--- config.mk ---
export PLATFORM = sky130hd
export DESIGN_NAME = lru_page_replacement
export DESIGN_NICKNAME = d
export VERILOG_FILES = /design/src/rtl/lru_pkg.sv /design/src/rtl/lru_page_replacement.sv
export SDC_FILE = /design/constraint.sdc
export NUM_CORES = 1
export LEC_CHECK = 0
export BUFFER_PORTS_ARGS = -buffer_cell sky130_fd_sc_hd__buf_2
export CAP_MARGIN = 10
export CORE_UTILIZATION = 40
export CTS_CLUSTER_DIAMETER = 30
export DETAILED_ROUTE_END_ITERATION = 16
export SYNTH_ARGS = -nofsm -noshare
export SYNTH_HDL_FRONTEND = slang
export SYNTH_SLANG_ARGS = --single-unit
--- constraint.sdc ---
create_clock -name i_clk -period 10.2 [get_ports i_clk]
set_clock_uncertainty 0.05 [all_clocks]
set_input_delay 2.55 -clock i_clk [delete_from_list [all_inputs] [get_ports i_clk]]
set_output_delay 2.55 -clock i_clk [all_outputs]
set_load 0.005 [all_outputs]
--- src/rtl/lru_pkg.sv ---
package lru_pkg;

    localparam int NUM_FRAMES = 10;
    localparam int PAGE_BITS  = 16;

    localparam int IN_PAGE_W  = 16;
    localparam int STAMP_W    = 32;
    localparam int FAULT_W    = 32;
    localparam int FRAME_W    = (NUM_FRAMES > 1) ? $clog2(NUM_FRAMES) : 1;
    localparam int CNT_W      = $clog2(NUM_FRAMES + 1);
    localparam int OUT_W      = 56;

    typedef logic [PAGE_BITS-1:0] t_page;
    typedef logic [STAMP_W-1:0]   t_stamp;
    typedef logic [FRAME_W-1:0]   t_frame;
    typedef logic [CNT_W-1:0]     t_count;

    typedef struct packed {
        t_page  page;
        t_stamp stamp;
    } t_entry;

    // Keep the low PAGE_BITS bits of the incoming page number.
    function automatic t_page to_page(logic [IN_PAGE_W-1:0] x);
        logic [63:0] ext;
        ext = {48'b0, x};
        return ext[PAGE_BITS-1:0];
    endfunction

    // Fit a stored page into the 16-bit result field.
    function automatic logic [IN_PAGE_W-1:0] to_field(t_page p);
        logic [63:0] ext;
        ext = 64'(p);
        return ext[IN_PAGE_W-1:0];
    endfunction

    function automatic logic [31:0] sat_inc(logic [31:0] v);
        return (v == '1) ? v : v + 32'd1;
    endfunction

endpackage

--- src/rtl/lru_page_replacement.sv ---
// An accepted beat is scanned against the used frames, one entry per cycle through
// the single read port of the frame memory, and is then written back while its
// result beat is loaded. A new reference is taken only once the previous one has
// been written back and its result loaded.
// Reset (i_rst_n low, synchronous) empties the frame set and clears both counters.
module lru_page_replacement
    import lru_pkg::*;
(
    input  logic                 i_clk,
    input  logic                 i_rst_n,
    input  logic                 i_s_axis_tvalid,
    output logic                 o_s_axis_tready,
    input  logic [15:0]          i_s_axis_tdata,   // [15:0] page_number
    output logic                 o_m_axis_tvalid,
    input  logic                 i_m_axis_tready,
    output logic [OUT_W-1:0]     o_m_axis_tdata    // [0] hit, [1] evicted_valid,
                                                   // [17:2] evicted_page,
                                                   // [49:18] fault_total, rest zero
);

    // The controller is a three-state sequencer. IDLE takes a reference beat,
    // SCAN streams the used frames out of the memory one per cycle and compares
    // each against the page while tracking the oldest stamp, and WRITE commits
    // the updated entry and loads the result register.
    localparam logic [1:0] S_IDLE  = 2'd0;
    localparam logic [1:0] S_SCAN  = 2'd1;
    localparam logic [1:0] S_WRITE = 2'd2;

    logic [1:0]   r_state, n_state;

    // Frame memory: one entry per frame, holding the page and its last
    // reference time. Reads are registered. The write in
    // WRITE always finishes before the next scan starts, so reads and writes
    // of the same entry never overlap and no forwarding is needed.
    t_entry       r_mem [NUM_FRAMES];
    t_entry       r_rd_data;
    logic         rd_en;
    logic         wr_en;
    t_frame       wr_addr;
    t_entry       wr_data;

    // Per-reference working registers.
    t_page        r_page;
    t_stamp       r_time;
    logic [FAULT_W-1:0] r_faults;
    t_count       r_used;

    // Scan pipeline: r_idx is the next address to issue, r_cmp_idx names the
    // entry whose data is on the memory output when r_cmp_vld is set.
    t_count       r_idx;
    logic         r_cmp_vld;
    t_frame       r_cmp_idx;

    logic         r_hit;
    t_frame       r_hit_idx;
    t_stamp       r_min_stamp;
    t_frame       r_min_idx;
    t_page        r_min_page;

    // Result register. It frees the input side while a result waits.
    logic         r_out_vld;
    logic         r_out_hit;
    logic         r_out_ev_vld;
    logic [15:0]  r_out_ev_page;
    logic [FAULT_W-1:0] r_out_faults;

    logic         in_acc;
    logic         out_free;
    logic         frames_full;
    logic         scan_done;
    logic         commit;

    assign o_s_axis_tready = (r_state == S_IDLE);
    assign in_acc          = i_s_axis_tvalid && o_s_axis_tready;
    assign out_free        = !r_out_vld || i_m_axis_tready;
    assign frames_full     = (r_used == CNT_W'(NUM_FRAMES));
    assign scan_done       = (r_idx == r_used);
    assign commit          = (r_state == S_WRITE) && out_free;
    assign rd_en           = (r_state == S_SCAN) && (r_idx < r_used);

    always_comb begin
        n_state = r_state;
        unique case (r_state)
            S_IDLE: begin
                if (in_acc) begin
                    n_state = S_SCAN;
                end
            end
            S_SCAN: begin
                if (scan_done) begin
                    n_state = S_WRITE;
                end
            end
            S_WRITE: begin
                if (out_free) begin
                    n_state = S_IDLE;
                end
            end
            default: n_state = S_IDLE;
        endcase
    end

    // Choose the entry to update. A hit refreshes the matching frame, a miss
    // fills the next free frame, and with every frame taken the oldest one is
    // replaced.
    always_comb begin
        wr_en         = commit;
        wr_data.page  = r_page;
        wr_data.stamp = r_time;
        if (r_hit) begin
            wr_addr = r_hit_idx;
        end else if (!frames_full) begin
            wr_addr = r_used[FRAME_W-1:0];
        end else begin
            wr_addr = r_min_idx;
        end
    end

    always_ff @(posedge i_clk) begin
        if (wr_en) begin
            r_mem[wr_addr] <= wr_data;
        end
        if (rd_en) begin
            r_rd_data <= r_mem[r_idx[FRAME_W-1:0]];
        end
    end

    always_ff @(posedge i_clk) begin
        if (!i_rst_n) begin
            r_state   <= S_IDLE;
            r_time    <= '0;
            r_faults  <= '0;
            r_used    <= '0;
            r_idx     <= '0;
            r_cmp_vld <= 1'b0;
            r_hit     <= 1'b0;
            r_out_vld <= 1'b0;
        end else begin
            r_state <= n_state;

            if (in_acc) begin
                r_time    <= sat_inc(r_time);
                r_idx     <= '0;
                r_cmp_vld <= 1'b0;
                r_hit     <= 1'b0;
            end

            if (r_state == S_SCAN) begin
                if (rd_en) begin
                    r_idx     <= r_idx + CNT_W'(1);
                    r_cmp_vld <= 1'b1;
                end else begin
                    r_cmp_vld <= 1'b0;
                end
                // The first matching frame wins.
                if (r_cmp_vld && !r_hit && (r_rd_data.page == r_page)) begin
                    r_hit <= 1'b1;
                end
            end

            if (commit) begin
                if (!r_hit) begin
                    r_faults <= sat_inc(r_faults);
                    if (!frames_full) begin
                        r_used <= r_used + CNT_W'(1);
                    end
                end
            end

            if (commit) begin
                r_out_vld <= 1'b1;
            end else if (i_m_axis_tready) begin
                r_out_vld <= 1'b0;
            end
        end
    end

    // Payload registers, no reset needed.
    always_ff @(posedge i_clk) begin
        if (in_acc) begin
            r_page <= to_page(i_s_axis_tdata);
        end

        if ((r_state == S_SCAN) && rd_en) begin
            r_cmp_idx <= r_idx[FRAME_W-1:0];
        end

        if ((r_state == S_SCAN) && r_cmp_vld) begin
            if (!r_hit && (r_rd_data.page == r_page)) begin
                r_hit_idx <= r_cmp_idx;
            end
            // Strict less-than keeps the lowest index on equal stamps.
            if ((r_cmp_idx == '0) || (r_rd_data.stamp < r_min_stamp)) begin
                r_min_stamp <= r_rd_data.stamp;
                r_min_idx   <= r_cmp_idx;
                r_min_page  <= r_rd_data.page;
            end
        end

        if (commit) begin
            r_out_hit    <= r_hit;
            r_out_ev_vld <= !r_hit && frames_full;
            r_out_faults <= r_hit ? r_faults : sat_inc(r_faults);
            if (!r_hit && frames_full) begin
                r_out_ev_page <= to_field(r_min_page);
            end else begin
                r_out_ev_page <= '0;
            end
        end
    end

    assign o_m_axis_tvalid = r_out_vld;
    assign o_m_axis_tdata  = {6'b0, r_out_faults, r_out_ev_page, r_out_ev_vld, r_out_hit};

endmodule
==> flow_summary.toml <==
[status]
outcome = "completed"

[worst_setup_path]
setup.worst_path.start_class = "input pin"
worst_ep_arrival_time_ns = 4.70
critical_path.max_fanout = 52
critPathRequiredTime_ns = 10.47
setup.worst_path.end_class = "flip-flop"
criticalPathCategory = "in2reg"
setup.reg_to_reg.worst_slack_ns = 6.65

[power]
p_per_area_mw_per_mm2 = 225
leakage_nw = 11.8
power.total_mw = 7.91
max-vdd-ir-drop_v = 0.000128

[layout]
fin_area_mm2 = 0.0352
antenna_cells_inserted = 0
multi_input_comb_area_mm2 = 0.00745
syn2layout_area_growth_pct = 21.3
drive_gt1_frac = 0.221
finish.utilization = 0.492
seq_area_mm2 = 0.0212
fillers = 5931
design.final.nets = 1926

[detailed_routing]
drt-vias-per-instance = 5.14
drt-wirelength-per-cell_um = 20.5
route.antenna.remaining_nets = 0
wirelength_mm = 60.0
num_vias = 15000
drt-pass1-iter-count = 5
drc = 0
drt-initial-drc-count = 1209

[place]
dp.final_hpwl_mm = 33.1
globalplace.congestion = 0.800
instance_area_after_placement_mm2 = 0.0306
place.port_buffers = 71

[floorplan]
dieArea_mm2 = 0.0737
chipHeight_um = 271
die_width_um = 271
floorplan.core_area_mm2 = 0.0716
rows = 98
floorplan.initialDensity = 0.405
io_pins = 78

[grt]
grt_max_degree = 81
track_usage = 0.167
met3_usage = 0.0322
groute.layer.met2.usage = 0.269
busiest_layer = "met2"
globalRouteMet1Util = 0.222
vias_in_the_first_global_route = 15800
antenna_found_initial = 0
grt_first_pass_wirelength_mm = 92.8
global_route.overflow_total = 0

[clock_tree]
cts_made_buffers = 137
clkLatencyLatePin_ns = 0.71
ctsHoldBuffers = 0
cts_max_path_buffers = 3
clock_tree_from_tritoncts = "yes"
cts-resized-gates = 0
clkSlewWorstSetupHoldPaths_ns = 0.05
ctsRootBufferMaster = "sky130_fd_sc_hd__clkbuf_16"
cts.repair_timing.setup_buffer_count = 0
htree_levels = 4
clock-sinks = 731

[logic_synthesis]
avgSynthCellArea_um2 = 17.0
synth.most_common_cell = "sky130_fd_sc_hd__edfxtp_1"
dominantRegCellSynth = "sky130_fd_sc_hd__edfxtp_1"
mapped_cells = 1705
synthTopCellsByArea = "sky130_fd_sc_hd__edfxtp_1 (68%), sky130_fd_sc_hd__mux4_2 (7.4%), sky130_fd_sc_hd__dfxtp_1 (5.3%)"
synthDistinctLibCells = 53
synth_top_area_share = 0.676
yosys_register_bits = 731
synthesis.area_mm2 = 0.0290
netlist.top_cell.by_area = "sky130_fd_sc_hd__edfxtp_1"
yosysWarnings = 0
synth_enable_flop_cells = 654
synth.cells.most_frequent = "sky130_fd_sc_hd__edfxtp_1 (654), sky130_fd_sc_hd__mux4_2 (96), sky130_fd_sc_hd__and2_1 (77), sky130_fd_sc_hd__dfxtp_1 (77), sky130_fd_sc_hd__nand2_1 (62)"
async_flop_share = 0
synth.yosys.seq_area_share = 0.729

[worst_hold_path]
min_path_type = "reg2reg"

[sta]
hold_viol_final = 0
setup_violations = 0
rsz0062_at_grt = "false"
maximum_achievable_frequency_mhz = 225
report.final.slew_viol_count = 0
least_margin_pin_slew_ns = 1.12
post-route-min-period_ns = 4.44
timing.max_slew.rel_slack = 0.253
fin_crit_sh = 0.435
totalNegativeSetupSlack_ns = 0

[job]
max_cap_viol_count = 0
-- area by class of cell --
type	instances	share of cell area
flip-flops and latches	731	0.602
multi-input cells	852	0.212
clock buffers	163	0.103
well taps	950	0.0338
clock inverters	87	0.0289
repair buffers	98	0.0158
inverters	46	0.00490
-- per-stage QoR --
step	hold slack, ns	instances	setup WS (ns)
2_1_floorplan	0.356	1710	2.23
3_3_place_gp	0.388	2677	5.06
3_5_place_dp	0.396	2677	5.02
4_1_cts	0.395	2927	5.76
5_1_grt	0.409	2927	5.57
6_report	0.405	2927	5.76
-- power by group --
part | total, mW | switching (mW) | leakage (nW) | internal [mW]
Clock | 4.43 | 1.51 | 2.21 | 2.91
Combinational | 0.148 | 0.0881 | 3.06 | 0.0594
Sequential | 3.33 | 0.0355 | 6.55 | 3.30
Total | 7.91 | 1.64 | 11.8 | 6.27
-- worst max-delay path: stages --
cell                      delay, ns
sky130_fd_sc_hd__buf_2         0.12
sky130_fd_sc_hd__nor2b_1       0.08
sky130_fd_sc_hd__nor2_4        0.13
sky130_fd_sc_hd__buf_4         0.55
sky130_fd_sc_hd__nand3_1       0.35
sky130_fd_sc_hd__nor2_4        0.17
sky130_fd_sc_hd__buf_4         0.71
-- path summary, 6_finish.rpt --
path / cells past startpoint / end / startpoint
worst max-delay path: 7 / r_mem[9][1] / i_m_axis_tready
worst min-delay path: 0 / r_min_stamp[1] / r_rd_data[1]
worst max register to register: 7 / r_rd_data[25] / r_idx[1]
worst min register to register: 0 / r_min_stamp[1] / r_rd_data[1]
-- layout by cell type, fill, tap and decap left out, types with 6 or more instances in the layout --
cell and n:
sky130_fd_sc_hd__a211oi_1 54, sky130_fd_sc_hd__a21oi_1 59, sky130_fd_sc_hd__and2_1 77, sky130_fd_sc_hd__and3_1 20, sky130_fd_sc_hd__and4_1 11, sky130_fd_sc_hd__buf_2 71, sky130_fd_sc_hd__buf_4 27, sky130_fd_sc_hd__bufinv_16 14
sky130_fd_sc_hd__clkbuf_1 18, sky130_fd_sc_hd__clkbuf_16 139, sky130_fd_sc_hd__clkbuf_8 6, sky130_fd_sc_hd__clkinv_1 14, sky130_fd_sc_hd__clkinv_2 14, sky130_fd_sc_hd__clkinv_4 10, sky130_fd_sc_hd__clkinv_8 6, sky130_fd_sc_hd__clkinvlp_4 17
sky130_fd_sc_hd__conb_1 6, sky130_fd_sc_hd__dfxtp_1 73, sky130_fd_sc_hd__edfxtp_1 654, sky130_fd_sc_hd__ha_1 40, sky130_fd_sc_hd__inv_1 45, sky130_fd_sc_hd__inv_6 8, sky130_fd_sc_hd__mux2i_1 53, sky130_fd_sc_hd__mux4_2 96
sky130_fd_sc_hd__nand2_1 62, sky130_fd_sc_hd__nand2b_1 6, sky130_fd_sc_hd__nand3_1 37, sky130_fd_sc_hd__nand4_1 35, sky130_fd_sc_hd__nor2_1 31, sky130_fd_sc_hd__nor2_4 11, sky130_fd_sc_hd__nor2b_1 53, sky130_fd_sc_hd__nor3_1 23
sky130_fd_sc_hd__nor4_1 10, sky130_fd_sc_hd__o21ai_0 11, sky130_fd_sc_hd__or3_1 10, sky130_fd_sc_hd__xnor2_1 54, sky130_fd_sc_hd__xor2_1 52
-- flip-flops by register name, summed over array words and instances (netlist names) --
register / count
r_out_ev_page: 16
o_m_axis_tvalid: 1
r_cmp_vld: 1
r_out_faults: 32
r_faults: 32
r_time: 32
r_min_idx: 4
r_hit: 1
r_out_hit: 1
r_idx: 4
r_page: 16
r_min_page: 16
r_cmp_idx: 4
r_rd_data: 48
r_out_ev_vld: 1
r_used: 4
r_mem: 480
r_min_stamp: 32
r_hit_idx: 4
r_state: 2
-- per-layer routing --
layer  vias to the layer above  part of all wire
met5                         -                 0
met4                         0             0.023
met3                       108             0.040
met2                       347              0.49
met1                      7611              0.45
li1                       6973                 -
-- cells by family (layout without fill, tap and decap cells) --
kind of cell | after synthesis | after routing | synth area share
mux | 149 | 149 | 0.0927
xor+xnor | 106 | 106 | 0.0320
fa+ha+maj | 40 | 40 | 0.0172
flops | 731 | 731 | 0.729
simple gates | 401 | 401 | 0.0774
compound gates | 150 | 150 | 0.0331
other cells | 1 | 6 | 0.000129
buf+inv | 127 | 394 | 0.0179
(Power assumes the default switching activity.)
